File: src/sv/tftc_pkg.sv
// ----------------------------------------------------------------------------
// tftc_pkg
// Types, constants and the keyword table of the text frame tokenizer.
// ----------------------------------------------------------------------------
package tftc_pkg;

    localparam int unsigned BYTE_W     = 8;
    localparam int unsigned POS_W      = 6;
    localparam int unsigned KEY_CNT_W  = 4;
    localparam int unsigned LABEL_MAX  = 8;
    localparam int unsigned VALUE_MAX  = 32;
    localparam int unsigned KEY_LEN    = 8;
    localparam int unsigned POS_SAT    = 63;
    localparam int unsigned POS_SHOW   = 32;

    localparam logic [BYTE_W-1:0] CH_LF  = 8'h0A;
    localparam logic [BYTE_W-1:0] CH_CR  = 8'h0D;
    localparam logic [BYTE_W-1:0] CH_TAB = 8'h09;

    typedef enum logic [2:0] {
        ROLE_OUTSIDE = 3'd0,
        ROLE_LABEL   = 3'd1,
        ROLE_VALUE   = 3'd2,
        ROLE_TAB     = 3'd3,
        ROLE_LF      = 3'd4,
        ROLE_CR      = 3'd5,
        ROLE_CHECK   = 3'd6,
        ROLE_DROP    = 3'd7
    } role_t;

    typedef enum logic [3:0] {
        PH_IDLE  = 4'b0001,
        PH_LABEL = 4'b0010,
        PH_VALUE = 4'b0100,
        PH_CHECK = 4'b1000
    } phase_t;

    typedef struct packed {
        logic [BYTE_W-1:0] echo_byte;
        role_t             byte_role;
        logic [POS_W-1:0]  char_position;
        logic              field_done;
        logic              line_bad;
        logic              block_done;
        logic              block_ok;
    } result_t;

    function automatic logic [BYTE_W-1:0] keyword_char(input logic [2:0] idx);
        logic [BYTE_W-1:0] c;
        case (idx)
            3'd0:    c = 8'h43; // C
            3'd1:    c = 8'h68; // h
            3'd2:    c = 8'h65; // e
            3'd3:    c = 8'h63; // c
            3'd4:    c = 8'h6B; // k
            3'd5:    c = 8'h73; // s
            3'd6:    c = 8'h75; // u
            default: c = 8'h6D; // m
        endcase
        return c;
    endfunction

endpackage

File: src/sv/text_frame_tokenizer_checksum_core.sv
// ----------------------------------------------------------------------------
// text_frame_tokenizer_checksum_core
// Tags each received byte of a LF/label/TAB/value/CR text frame and checks
// the block checksum.
// ----------------------------------------------------------------------------
//  channel | ports                     | direction
//  --------+---------------------------+----------
//  s_      | valid, ready, rx_byte     | in
//  m_      | valid, ready, echo_byte,  | out
//          | byte_role, char_position, |
//          | field_done, line_bad,     |
//          | block_done, block_ok      |
//
//  One item per cycle sustained while m_ready stays high.
//  Input register, combinational parse step, result register.
//  Reset (aresetn low, synchronous) empties both registers, idles the line.
//  A stall on m_ready fills the result register, then the input register,
//  then drops s_ready; no item is lost.
// ----------------------------------------------------------------------------
module text_frame_tokenizer_checksum_core (
    input  logic        aclk,
    input  logic        aresetn,
    input  logic        s_valid,
    output logic        s_ready,
    input  logic [7:0]  s_rx_byte,
    output logic        m_valid,
    input  logic        m_ready,
    output logic [7:0]  m_echo_byte,
    output logic [2:0]  m_byte_role,
    output logic [5:0]  m_char_position,
    output logic        m_field_done,
    output logic        m_line_bad,
    output logic        m_block_done,
    output logic        m_block_ok
);

    logic                        advance;
    logic                        in_vld;
    logic [tftc_pkg::BYTE_W-1:0] in_byte;
    tftc_pkg::result_t           result;
    tftc_pkg::result_t           out_item;

    tftc_in_stage u_in (
        .aclk      (aclk),
        .aresetn   (aresetn),
        .s_valid   (s_valid),
        .s_ready   (s_ready),
        .s_rx_byte (s_rx_byte),
        .advance   (advance),
        .in_vld    (in_vld),
        .in_byte   (in_byte)
    );

    tftc_parser u_parser (
        .aclk    (aclk),
        .aresetn (aresetn),
        .advance (advance),
        .in_byte (in_byte),
        .result  (result)
    );

    tftc_out_stage u_out (
        .aclk     (aclk),
        .aresetn  (aresetn),
        .in_vld   (in_vld),
        .result   (result),
        .advance  (advance),
        .m_valid  (m_valid),
        .m_ready  (m_ready),
        .out_item (out_item)
    );

    assign m_echo_byte     = out_item.echo_byte;
    assign m_byte_role     = out_item.byte_role;
    assign m_char_position = out_item.char_position;
    assign m_field_done    = out_item.field_done;
    assign m_line_bad      = out_item.line_bad;
    assign m_block_done    = out_item.block_done;
    assign m_block_ok      = out_item.block_ok;

endmodule

File: src/sv/tftc_in_stage.sv
// ----------------------------------------------------------------------------
// tftc_in_stage
// Input register: holds one received byte until the parser takes it.
// ----------------------------------------------------------------------------
module tftc_in_stage (
    input  logic                         aclk,
    input  logic                         aresetn,
    input  logic                         s_valid,
    output logic                         s_ready,
    input  logic [tftc_pkg::BYTE_W-1:0]  s_rx_byte,
    input  logic                         advance,
    output logic                         in_vld,
    output logic [tftc_pkg::BYTE_W-1:0]  in_byte
);

    logic                        vld_reg;
    logic                        vld_next;
    logic [tftc_pkg::BYTE_W-1:0] byte_reg;
    logic                        load;

    assign s_ready  = !vld_reg || advance;
    assign load     = s_valid && s_ready;
    assign vld_next = load || (vld_reg && !advance);

    always_ff @(posedge aclk) begin
        if (!aresetn) begin
            vld_reg <= 1'b0;
        end else begin
            vld_reg <= vld_next;
        end
    end

    always_ff @(posedge aclk) begin
        if (load) begin
            byte_reg <= s_rx_byte;
        end
    end

    assign in_vld  = vld_reg;
    assign in_byte = byte_reg;

endmodule

File: src/sv/tftc_parser.sv
// ----------------------------------------------------------------------------
// tftc_parser
// Line state, keyword match and running sum; tags one byte per advance.
// ----------------------------------------------------------------------------
module tftc_parser (
    input  logic                         aclk,
    input  logic                         aresetn,
    input  logic                         advance,
    input  logic [tftc_pkg::BYTE_W-1:0]  in_byte,
    output tftc_pkg::result_t            result
);

    tftc_pkg::phase_t                  phase_reg, phase_next;
    logic [tftc_pkg::BYTE_W-1:0]       sum_reg, sum_next;
    logic [tftc_pkg::KEY_CNT_W-1:0]    key_reg, key_next;
    logic                              miss_reg, miss_next;
    logic [tftc_pkg::POS_W-1:0]        pos_reg, pos_next;

    logic [tftc_pkg::BYTE_W-1:0]       sum_add;
    logic [tftc_pkg::POS_W-1:0]        pos_shown;
    logic [tftc_pkg::POS_W-1:0]        pos_inc;
    logic                              key_full;

    assign sum_add   = sum_reg + in_byte;
    assign pos_shown = (pos_reg > tftc_pkg::POS_W'(tftc_pkg::POS_SHOW))
                       ? tftc_pkg::POS_W'(tftc_pkg::POS_SHOW) : pos_reg;
    assign pos_inc   = (pos_reg < tftc_pkg::POS_W'(tftc_pkg::POS_SAT))
                       ? pos_reg + 1'b1 : pos_reg;
    assign key_full  = (key_reg == tftc_pkg::KEY_CNT_W'(tftc_pkg::KEY_LEN));

    always_comb begin
        phase_next = phase_reg;
        sum_next   = sum_add;
        key_next   = key_reg;
        miss_next  = miss_reg;
        pos_next   = pos_reg;

        result               = '0;
        result.echo_byte     = in_byte;
        result.byte_role     = tftc_pkg::ROLE_OUTSIDE;

        case (phase_reg)
            tftc_pkg::PH_IDLE: begin
                if (in_byte == tftc_pkg::CH_LF) begin
                    result.byte_role = tftc_pkg::ROLE_LF;
                    phase_next = tftc_pkg::PH_LABEL;
                    pos_next   = '0;
                    key_next   = '0;
                    miss_next  = 1'b0;
                end else if (in_byte == tftc_pkg::CH_CR) begin
                    result.byte_role = tftc_pkg::ROLE_CR;
                end
            end
            tftc_pkg::PH_LABEL: begin
                if (in_byte == tftc_pkg::CH_LF) begin
                    result.byte_role = tftc_pkg::ROLE_LF;
                    pos_next  = '0;
                    key_next  = '0;
                    miss_next = 1'b0;
                end else if (in_byte == tftc_pkg::CH_CR) begin
                    result.byte_role = tftc_pkg::ROLE_CR;
                    result.line_bad  = 1'b1;
                    phase_next = tftc_pkg::PH_IDLE;
                end else if (in_byte == tftc_pkg::CH_TAB) begin
                    result.byte_role = tftc_pkg::ROLE_TAB;
                    phase_next = (key_full && !miss_reg) ? tftc_pkg::PH_CHECK
                                                         : tftc_pkg::PH_VALUE;
                    pos_next   = '0;
                end else begin
                    result.char_position = pos_shown;
                    result.byte_role =
                        (pos_reg >= tftc_pkg::POS_W'(tftc_pkg::LABEL_MAX))
                        ? tftc_pkg::ROLE_DROP : tftc_pkg::ROLE_LABEL;
                    if (!miss_reg && !key_full &&
                        in_byte == tftc_pkg::keyword_char(key_reg[2:0])) begin
                        key_next = key_reg + 1'b1;
                    end else begin
                        miss_next = 1'b1;
                    end
                    pos_next = pos_inc;
                end
            end
            tftc_pkg::PH_VALUE: begin
                if (in_byte == tftc_pkg::CH_LF) begin
                    result.byte_role = tftc_pkg::ROLE_LF;
                    phase_next = tftc_pkg::PH_LABEL;
                    pos_next   = '0;
                    key_next   = '0;
                    miss_next  = 1'b0;
                end else if (in_byte == tftc_pkg::CH_CR) begin
                    result.byte_role  = tftc_pkg::ROLE_CR;
                    result.field_done = 1'b1;
                    phase_next = tftc_pkg::PH_IDLE;
                end else begin
                    result.char_position = pos_shown;
                    result.byte_role =
                        (pos_reg >= tftc_pkg::POS_W'(tftc_pkg::VALUE_MAX))
                        ? tftc_pkg::ROLE_DROP : tftc_pkg::ROLE_VALUE;
                    pos_next = pos_inc;
                end
            end
            default: begin
                // checksum byte closes the block
                result.byte_role  = tftc_pkg::ROLE_CHECK;
                result.block_done = 1'b1;
                result.block_ok   = (sum_add == '0);
                sum_next   = '0;
                phase_next = tftc_pkg::PH_IDLE;
                pos_next   = '0;
                key_next   = '0;
                miss_next  = 1'b0;
            end
        endcase
    end

    always_ff @(posedge aclk) begin
        if (!aresetn) begin
            phase_reg <= tftc_pkg::PH_IDLE;
            sum_reg   <= '0;
            key_reg   <= '0;
            miss_reg  <= 1'b0;
            pos_reg   <= '0;
        end else if (advance) begin
            phase_reg <= phase_next;
            sum_reg   <= sum_next;
            key_reg   <= key_next;
            miss_reg  <= miss_next;
            pos_reg   <= pos_next;
        end
    end

endmodule

File: src/sv/tftc_out_stage.sv
// ----------------------------------------------------------------------------
// tftc_out_stage
// Result register: holds one tagged item until the consumer takes it.
// ----------------------------------------------------------------------------
module tftc_out_stage (
    input  logic              aclk,
    input  logic              aresetn,
    input  logic              in_vld,
    input  tftc_pkg::result_t result,
    output logic              advance,
    output logic              m_valid,
    input  logic              m_ready,
    output tftc_pkg::result_t out_item
);

    logic              vld_reg;
    logic              vld_next;
    tftc_pkg::result_t item_reg;

    assign advance  = in_vld && (!vld_reg || m_ready);
    assign vld_next = advance || (vld_reg && !m_ready);

    always_ff @(posedge aclk) begin
        if (!aresetn) begin
            vld_reg <= 1'b0;
        end else begin
            vld_reg <= vld_next;
        end
    end

    always_ff @(posedge aclk) begin
        if (advance) begin
            item_reg <= result;
        end
    end

    assign m_valid  = vld_reg;
    assign out_item = item_reg;

endmodule

File: config.mk
export PLATFORM = sky130hd
export DESIGN_NAME = text_frame_tokenizer_checksum_core
export DESIGN_NICKNAME = d
export VERILOG_FILES = /design/src/sv/tftc_pkg.sv /design/src/sv/text_frame_tokenizer_checksum_core.sv /design/src/sv/tftc_in_stage.sv /design/src/sv/tftc_parser.sv /design/src/sv/tftc_out_stage.sv
export SDC_FILE = /design/constraint.sdc
export NUM_CORES = 1
export LEC_CHECK = 0
export ABC_AREA = 1
export BUFFER_PORTS_ARGS = -buffer_cell sky130_fd_sc_hd__buf_4
export CORE_MARGIN = 10
export CORE_UTILIZATION = 56
export DETAILED_ROUTE_END_ITERATION = 7
export PLACE_DENSITY = 0.81
export SLEW_MARGIN = 20
export SYNTH_ARGS = -nofsm -noshare
export SYNTH_HDL_FRONTEND = slang
export SYNTH_SLANG_ARGS = --single-unit
File: constraint.sdc
create_clock -name aclk -period 3.5 [get_ports aclk]
set_clock_uncertainty 0.2 [all_clocks]
set_input_delay 0.7 -clock aclk [delete_from_list [all_inputs] [get_ports aclk]]
set_output_delay 0.7 -clock aclk [all_outputs]
set_load 0.02 [all_outputs]
# ---- Word level (Yosys, flattened, before mapping)
# Index checks and enable logic that the tools add are counted.
dict set report word_totals {
  reg_bits 54
  latch_bits 0
  ramBits 0
  rom_bits 0
  inputBits 12
  out_inout_bits 23
  wordCells 128
  n_memories 0
}
dict set report classes {
  n_addsub 3
  n_mul 0
  div_mod_pow 0
  magnitude_cmp 4
  n_eq_ne 24
  shift 0
  mux 53
  bitwise_logic 2
  n_reduce_logical 27
}
# cell count
set op_table {}
lappend op_table {{6-bit 2-to-1 mux} 12}
lappend op_table {{4-bit 2-to-1 mux} 12}
lappend op_table {{6-bit one-hot mux with 7 select lines} 1}
lappend op_table {{8-bit 2-to-1 mux} 5}
lappend op_table {{3-bit 2-to-1 mux} 9}
lappend op_table {{8-bit by 4-bit == test with 1-bit output, second input constant} 3}
lappend op_table {{6-bit one-hot mux with 3 select lines} 1}
lappend op_table {{5-bit AND reduction} 3}
lappend op_table {{3-bit by 2-bit inequality test with 1-bit output, second input constant} 4}
lappend op_table {{4-bit one-hot mux with 3 select lines} 1}
lappend op_table {{6-bit one-hot mux with 2 select lines} 1}
lappend op_table {{3-bit == test, second input constant} 3}
lappend op_table {{3-bit by 1-bit inequality test with 1-bit output, second input constant} 3}
lappend op_table {{3-bit one-hot mux with 3 select lines} 1}
lappend op_table {{8-bit adder} 1}
lappend op_table {{8-bit == test} 1}
lappend op_table {{8-bit logical NOT} 1}
lappend op_table {{4-bit one-hot mux with 2 select lines} 1}
lappend op_table {{1-bit logical AND} 7}
lappend op_table {{7-bit 2-to-1 mux} 1}
lappend op_table {{6-bit by 1-bit adder with 6-bit output, second input constant} 1}
lappend op_table {{3-bit by 2-bit == test with 1-bit output, second input constant} 2}
lappend op_table {{6-bit by 4-bit >= comparator with 1-bit output, second input constant} 1}
lappend op_table {{6-bit >= comparator, second input constant} 1}
lappend op_table {{20 further kinds} 37}

# ---- Longest topological paths before layout
# Gate-level depths: netlist of run 1.
dict set report logic_depth {
  word_depth 13
  ltp_mapped 15
  depth_no_buf 15
}

# ---- By module
# From an unflattened synthesis of run 1, not the netlist that was laid out.
dict set report unflattened {
  hier_cells 372
  hier_area_um2 3039.2
}
# mod instances cells_per_inst area_each_um2 seq_area_each_um2
set by_module_without_submodules {}
lappend by_module_without_submodules {tftc_parser 1 329 2065.7 460.4}
lappend by_module_without_submodules {tftc_out_stage 1 28 681.9 650.6}
lappend by_module_without_submodules {tftc_in_stage 1 15 291.5 260.2}

# ---- Least setup slack after synthesis of run 1
# Ideal clock, no wire load.
dict set report synth_path {
  path_kind {input port to flip-flop}
  from {input m_ready}
  to {register u_parser.key_reg[1] (netlist bit)}
  t_arrival_ns 2.019
  t_required_ns 3.168
  path_slack_ns 1.148
  path_stages 9
  n_path_buf 0
  cell_sequence {inv_1 > nand2_1 > nand2_2 > inv_1 > nand3_2 > nor2_4 > nand3_2 > nand3_1 > a21oi_1}
}
dict set report synth_via {
  elab_chain_cells 3
}
# item line_no
set synth_rtl {}
lappend synth_rtl {{start: declaration} text_frame_tokenizer_checksum_core.sv:27} ;# input logic m_ready,
lappend synth_rtl {{1-bit logical OR} tftc_out_stage.sv:20} ;# assign advance = in_vld && (!vld_reg || m_ready);
lappend synth_rtl {{1-bit logical AND} tftc_out_stage.sv:20}
lappend synth_rtl {{via advance} text_frame_tokenizer_checksum_core.sv:37} ;# logic advance;
lappend synth_rtl {{5-bit AND reduction (no line)} n/a}
lappend synth_rtl {{end signal: assignment} tftc_parser.sv:126} ;# key_reg <= key_next;
lappend synth_rtl {{end: declaration} tftc_parser.sv:15} ;# logic [tftc_pkg::KEY_CNT_W-1:0] key_reg, key_next;
# The timed path passes the listed nets, and every way through them passes these cells.
# A chain may end at the register's enable or synchronous reset.

# ---- Worst setup path after layout of run 1
dict set report layout_path {
  from {register u_in.byte_reg, in the netlist u_in.in_byte[0]}
  to {register u_out.item_reg, in the netlist u_out.out_item[0] (data pin)}
}
dict set report layout_via {
  elab_chain_cells 2
}
# item line_no
set layout_rtl {}
lappend layout_rtl {{start: declaration} tftc_in_stage.sv:18} ;# logic [tftc_pkg::BYTE_W-1:0] byte_reg;
lappend layout_rtl {{start signal: assignment} tftc_in_stage.sv:35} ;# byte_reg <= s_rx_byte;
lappend layout_rtl {{8-bit adder} tftc_parser.sv:24} ;# assign sum_add = sum_reg + in_byte;
lappend layout_rtl {{8-bit logical NOT} tftc_parser.sv:106} ;# result.block_ok = (sum_add == '0);
lappend layout_rtl {{end signal: assignment} tftc_out_stage.sv:33} ;# item_reg <= result;
lappend layout_rtl {{end: declaration} tftc_out_stage.sv:18} ;# tftc_pkg::result_t item_reg;
# Every way passes these cells.

==> results of run 1 <==
==> cell usage after synthesis, types with 2 or more instances <==
| master | number |
|---|---|
| a21oi_1 | 23 |
| clkinv_2 | 2 |
| dfxtp_1 | 25 |
| edfxtp_1 | 29 |
| ha_1 | 14 |
| inv_1 | 44 |
| inv_2 | 6 |
| inv_4 | 2 |
| nand2_1 | 81 |
| nand2_2 | 9 |
| nand3_1 | 33 |
| nand3_2 | 4 |
| nand4_1 | 4 |
| nor2_1 | 36 |
| nor3_1 | 10 |
| nor3_2 | 2 |
| nor3_4 | 2 |
| nor4_1 | 3 |
| o21a_1 | 2 |
| o21ai_0 | 13 |
| o21ai_2 | 3 |
| xnor2_1 | 2 |
| xor2_1 | 7 |
==> worst min-delay path, delay by kind of cell (launching register included) <==
family          cells  cell delay, ns
compound gates      1            0.06
flops               1            0.32
simple gates        1            0.06
==> final timing paths <==
path / end / slack [ns]
worst min register to register: u_parser.sum_reg[2] / 0.28
worst min-delay path: u_parser.sum_reg[2] / 0.28
worst max register to register: u_out.out_item[0] / 1.07
worst max-delay path: u_out.out_item[0] / 1.07
==> logic make-up (layout without fill, tap and decap cells) <==
group                      count (synthesis)  in the layout  synth area share [%]
DFF                                       54             54                  44.7
xor gates and xnor gates                   9              9                  2.57
adders and majority gates                 15             15                  6.36
and+or+nand+nor                          190            190                  29.8
buffers and inverters                     57             97                  7.58
AOI/OAI and AO/OA                         48             48                  8.97
==> layout make-up <==
cell class | count | area (µm²)
clock inverters | 1 | 8.76
well taps | 70 | 87.6
multi-input cells | 262 | 1470
fillers | 458 | 1710
repair buffers | 35 | 263
flip-flops and latches | 54 | 1370
clock buffers | 7 | 86.3
inverters | 54 | 210
==> metrics by stage <==
stage / util (%) / area (µm²) / hold WS [ns] / total power, W / setup WS (ns)
3_5_place_dp: 65.3 / 3400 / 0.274 / 0.00100 / 1.03
6_report: 67.1 / 3490 / 0.283 / 0.00133 / 1.07
2_1_floorplan: - / 3070 / 0.249 / 0.000928 / 1.15
5_1_grt: 67.1 / 3490 / 0.311 / 0.00142 / 0.953
4_1_cts: 67.1 / 3490 / 0.287 / 0.00135 / 1.10
3_3_place_gp: 65.3 / 3400 / 0.269 / 0.000993 / 1.14
==> power by group <==
part           total [W]  switching, W  leakage (nW)  internal, W
Sequential      0.000733     0.0000274         0.481     0.000706
Combinational   0.000252      0.000160          1.06    0.0000925
Clock           0.000349      0.000186        0.0489     0.000164
Total            0.00133      0.000373          1.59     0.000962
==> routing by layer <==
layer	part of all wire, %	up-vias
met5	0	-
met4	0.67	0
met3	7.5	6
met2	50	81
met1	42	1182
li1	-	1309
==> results.txt, run 1 <==
The run finished with clean final reports. The critical path crosses 10 cells after its start point. STA classifies the critical path endpoint as a register.

The proportion of synthesized chip area in sequential cells is 44.7%, and the number of pins with negative max-slew slack in the final report is 0. Global routing used 4.24% of the available met3 tracks. Total instance count after detailed placement: 475. The run gives 2.40 ns as the worst path arrival time. The floorplan die width is 94.0 µm, and the antenna violation net count after detailed routing is 0. The maximum operating frequency is 411 MHz. The routed design has 6.24 mm of wire. The layer flagged by global routing as most heavily used is met2. In this run, synthesis produced a sequential element count of 54. The total number of vias was 2578; the slew at the pin with the worst max-slew slack was 0.507 ns. The number of hold violations in the final report was 0. The run gives 0.232 mV as the worst supply voltage drop on vdd. For this design, the CTS-stage hold fixing added 0 buffers. The run gives 54 as the number of clock sinks seen by CTS. The worst setup path is of the register to register kind. In the routed layout, each cell is associated on average with a via count of 5.34. The logs give 16.5% for the met1 layer usage reported by global route and 110 for the initial detailed-routing violation count.

The logs give 14.6% for the overall track demand over capacity in global routing and 2 for the worst-case clock buffer depth. The congestion estimate from routability-driven global placement came to 0.881. Setup violations remaining at the end of the flow were counted as 0. Of all flip-flops after synthesis, the portion carrying an async set or reset was 0%. In the layout the commonest cells are nand2_1 (81), inv_1 (44), nor2_1 (36). The run gives 17 as the maximum number of pins on one net before global-route repair. The worst stage delay on the critical path is 0.52 ns, and the combined buffer and inverter count along the critical path is 0.

The worst register-to-register path begins at u_in.in_byte[0]. The fraction of the cycle the final worst path needs came out at 69.5%. STA classifies the critical path startpoint as a register. The smallest clock period supported by the final layout is computed as 2.43 ns. On the critical path, the stage with the largest delay is an instance of edfxtp_1. The tools report the maximum level of the CTS H-tree as 2.

The floorplan core area was 0.00520 mm². The depth of the most critical reg-to-reg path came out at 10. Setup repair after global routing left no endpoint under its margin. The buffer type at the clock tree root was clkbuf_8. Once the clock tree was built, the resizer swapped 0 gates to a different size. The run gives 400 as the number of nets produced by synthesis. For the I/O pin total, the log shows 35.

Counting stages on the worst path, the most repeated cell is nand3_1. The library cell used most frequently in the layout, excluding fill and tap cells, is nand2_1. Once the floorplan was initialized, standard cells occupied 59.0% of the core. The share of synthesized area in the top cell type comes to 28.4%. The post-route netlist has 18.6% of its cells at a drive strength greater than 1. Dividing total power by cell area gives a power density of 382 mW/mm².

The total global routing overflow is 0. The worst hold path begins at u_parser.sum_reg[2]. The clock network latency to the later pin of the worst-skew pair was 0.30 ns; the mean instance size in the synthesized netlist was 8.23 µm². The path class of the tightest hold or removal check is register to register. TritonCTS built the clock tree. Before antenna repair, the detailed router went through 7 iterations. Along the worst path, the maximum fanout reaches 6. The placement row count came out at 26. After routing, the total negative slack on setup checks comes to 0 ns. The cell family contributing the most delay on the critical path is adder cells.

The met2 demand-to-capacity share in global routing came out at 25.8%. The count of buffers added on input and output ports is 34. Dividing the detail-routed wire length by the instance count gives 12.9 µm. The number of antenna diodes in the final layout is 0. For the final net count, the log shows 439. In this run the worst setup path begins at u_in.in_byte[0]. The tools report the via count of the first global-routing pass as 2453.

The die covers 0.00884 mm². The required time at the worst-slack endpoint is 3.46 ns, and the worst max-slew margin expressed relative to the limit is 66.1%. In this run the post-CTS setup repair buffer count came out at 0. The height of the die is 94.0 µm, and the instance count of the mapped netlist is 373. For this run, the number of Yosys warnings is 0. For the detailed placement HPWL, the log shows 5.05 mm. The tool flagged a number of max-cap violations equal to 0. The logs give 0 for the remaining routing DRC violations and 0 for the initial antenna violation count.

In the post-synthesis netlist, the biggest area contributors are edfxtp_1 (28%), dfxtp_1 (16%), nand2_1 (9.9%). The number of synthesized flops with an enable pin was 29. From synthesis to final layout, the design area changed by 13.8%.

The cell type contributing the most total cell area after synthesis was edfxtp_1. The post-synthesis cell area was 0.00307 mm²; the number of flip-flops in the largest register was 21. For this design the static power due to leakage is 1.59 nW.

The finished layout holds 483 standard cells, fillers aside. Post-CTS clock slew at the launch and capture registers of the worst setup and hold paths: 0.09 ns. The netlist uses 40 different library cells. The TritonCTS buffer count is 5. The flip-flop cell with the highest count after synthesis is edfxtp_1. The first global-routing pass estimated 10.7 mm of wire. Number of instances on the worst hold path: 2.

The critical path goes through ha_1 > fa_1 > nand3_1 > nand3_1 > nand2_1 > nand2_1 > a21oi_1 > xor2_1 > nand3_1 > nor2_1.
(Power assumes the default switching activity.)
==> inputs of run 2 (changes only) <==
clock period = 2.27 ns   (was 3.5 ns; I/O delays follow)
==> run 2 against run 1 <==
Against the previous run:
- sequential power grew 53%
- combinational power grew 66%
- design area is 2.8% higher
- utilization is 1.9 points higher
- clock-buffer cell count is the same
- critical endpoint unchanged
- largest cell class unchanged
- highest routed layer unchanged
==> results.txt, run 2 (synthesis gave the netlist of run 1 again) <==
Setup repair after global routing could not meet its margin everywhere. The number of hold violations in the final report was 0 (unchanged). For the count of inserted antenna diode cells, the log shows 0 (unchanged). The uppermost layer routed is met4 (unchanged).

Class of the worst hold path: primary input to register (was register to register). The tools report the type of destination of the critical path as a register (unchanged). The total area of multi-input combinational cells came out at 0.00149 mm² (was 0.00147 mm²).

The static leakage is 1.63 nW (was 1.59 nW), and the maximum net fanout on the critical path is 2 (was 6). The run gives 434 µm (was 467 µm) as the total met3 wirelength after detailed routing. The layout filler cell count was 427 (was 458); the worst max-slew margin expressed relative to the limit was 65.6% (was 66.1%).

Capture point of the worst reg-to-reg path: u_out.out_item[0] (unchanged). The filler-free cell count of the finished design is 493 (was 483). The logs give 0 (unchanged) for the remaining routing DRC violations and 0.11 ns (was 1.07 ns) for the reg-to-reg setup timing slack. Initial standard-cell utilization of the core: 59.0% (unchanged).

The register cell area after layout was 0.00138 mm² (was 0.00137 mm²); the area growth from synthesis to final layout was 16.9% (was 13.8%). The tools report the weighted congestion reported at the end of routability-driven placement as 0.882 (was 0.881). The minimum clock period is 2.16 ns (was 2.43 ns), and the floorplan die width is 94.0 µm (unchanged). The die footprint came out at 0.00884 mm² (unchanged).

Most frequent standard cell in the layout excluding fill and tap cells: nand2_1 (unchanged). The logs give 463 MHz (was 411 MHz) for the maximum operating frequency and 4 (was 7) for the first-pass iteration count of the detailed router. The post-CTS clock slew at the launch and capture registers of the worst setup and hold paths was 0.09 ns (about the same).

The floorplan core area is 0.00520 mm² (unchanged). The power per unit of standard cell area works out to 570 mW/mm² (was 382 mW/mm²). The tools report the detailed placement HPWL as 5.08 mm (was 5.05 mm). For the total setup violations reported at the end of the flow, the log shows 0 (unchanged). The depth of the most critical reg-to-reg path was 10 (unchanged). The number of instances on the worst hold path is 1 (was 2). For the worst hold slack, the log shows 0.126 ns (was 0.283 ns). The number of flip-flops in the largest register came out at 21 (unchanged). The number of clock sinks seen by CTS came out at 54 (unchanged). The quantity of I/O buffers inserted on ports is 34 (unchanged).

TritonCTS built the clock tree. Share of final-layout standard cells stronger than drive strength 1: 22.5% (was 18.6%). The via count of the first global-routing pass was 2511 (was 2453). The run finished with clean final reports. Met2 routed wirelength: 3.33 mm (was 3.13 mm). Fraction of the cycle the final worst path needs: 95.2% (was 69.5%). The total number of vias is 2660 (was 2578).

The height of the die works out to 94.0 µm (unchanged). For the required time at the worst-slack endpoint, the log shows 2.23 ns (was 3.46 ns). For the placement row count, the log shows 26 (unchanged). Buffer type at the clock tree root: clkbuf_8 (unchanged). The logs give 0.00205 W (was 0.00133 W) for the post-route total power and 11.0 mm (was 10.7 mm) for the first-pass GRT wire length. The tools report the initial antenna violation count as 0 (unchanged).

For the maximum number of pins on one net before global-route repair, the log shows 17 (unchanged). Element type at the critical path start: a register (unchanged). The total placed instance area came out at 0.00344 mm² (was 0.00340 mm²).

The average wire length per cell after detail routing is 13.4 µm (was 12.9 µm). The logs give 6.62 mm (was 6.24 mm) for the wire length after detailed routing and 0 (unchanged) for the antenna violation net count after detailed routing. Most frequent cells in the layout: nand2_1 (81), buf_4 (45), inv_1 (43) (was nand2_1 (81), inv_1 (44), nor2_1 (36)). The initial detailed-routing violation count was 142 (was 110); the via density per instance was 5.40 (was 5.34).

The total global routing overflow was 0 (unchanged). The logs give 15.1% (was 14.6%) for the overall track demand over capacity in global routing and 481 (was 475) for the total instance count after detailed placement. Clock network latency to the later pin of the worst-skew pair: 0.30 ns (about the same). The number of pins with negative max-slew slack in the final report is 0 (unchanged). The detailed-route wire length on metal 1 came out at 2.76 mm (was 2.60 mm).

The beginning of the worst register-to-register path was u_in.in_byte[0] (unchanged). Maximum level of the CTS H-tree: 2 (unchanged). Critical path class: register to register (unchanged). The end of the worst hold path is u_in.in_byte[6] (was u_parser.sum_reg[2]). The run gives 2.12 ns (was 2.40 ns) as the worst path arrival time. The slew at the pin with the worst max-slew slack is 0.516 ns (was 0.507 ns). TritonCTS buffer count: 5 (unchanged). The I/O pin total is 35 (unchanged), and the worst-case clock buffer depth is 2 (unchanged).

The final net count came out at 449 (was 439). For the summed area of non-filler cells in the final layout, the log shows 0.00359 mm² (was 0.00349 mm²). For the worst supply voltage drop on vdd, the log shows 0.421 mV (was 0.232 mV). Origin of the worst min-delay path: s_rx_byte[6] (was u_parser.sum_reg[2]). Count of maximum capacitance violations: 0 (unchanged).
-- run 2: changes by cell type in the layout (fill, tap and decap cells not counted), moves of 2 or more --
| cell | before | now |
|---|---|---|
| buf_4 | 35 | 45 |
| dfxtp_1 | 25 | 23 |
| nor2_1 | 36 | 34 |
| nor2_2 | 0 | 2 |
| o21ai_0 | 13 | 11 |
| o21ai_1 | 0 | 2 |
-- run 2: layout make-up --
| class | instances | share of cell area (%) |
|---|---|---|
| multi-input combinational | 262 | 41.6 |
| sequential | 54 | 38.4 |
| timing repair buffer | 45 | 9.41 |
| inverter | 54 | 5.86 |
| tap | 70 | 2.44 |
| clock buffer | 7 | 2.13 |
| clock inverter | 1 | 0.209 |
-- run 2: timing repair --
item                                    4_1_cts  5_1_grt
resized for setup                             0       13
hold endpoints to repair                      0        0
setup buffers                                 0        4
hold buffers                                  0        0
endpoints found under the setup margin        0       12
-- run 2: worst max-delay path by stage --
stage | from | to | slack [ns] | cells after the start
finish | u_in.in_byte[0] | u_out.out_item[0] | 0.11 | 10
global route | u_in.in_byte[0] | u_out.out_item[0] | -0.03 | 10
CTS | u_in.in_byte[0] | u_out.out_item[0] | 0.001 | 10
detailed placement | u_in.in_byte[0] | u_out.out_item[0] | 0.03 | 10
global placement | u_in.in_byte[0] | u_out.out_item[0] | 0.12 | 10
floorplan | u_in.in_byte[0] | u_out.out_item[0] | 0.13 | 10
-- run 2: where the power goes --
part	internal (W)	switching, W	total [W]
clock network	0.000219	0.000285	0.000504
registers	0.00109	0.0000371	0.00112
logic	0.000158	0.000260	0.000418
total	0.00146	0.000582	0.00205
-- run 2: metal layers --
metal,vias to the layer above,global-route usage [%]
met5,-,0
met4,0,5.32
met3,15,4.24
met2,89,25.9
met1,1224,17.5
li1,1332,-
-- run 2: critical path, cell delays in order (launching register included) --
cell	delay [ns]
edfxtp_1	0.43
ha_2	0.22
fa_2	0.35
nand3_1	0.09
nand3_2	0.08
nand2_1	0.07
nand2_1	0.07
a21oi_2	0.14
xor2_1	0.19
nand3_1	0.09
nor2_1	0.09
-- run 2: stage by stage --
stage	util (%)	setup TNS, ns	setup slack [ns]
final	68.9	0	0.110
after global routing	68.9	-0.0376	-0.0284
after CTS	67.7	0	0.00136
after detailed placement	66.1	0	0.0253
after global placement	66.1	0	0.120
after floorplan	-	0	0.128
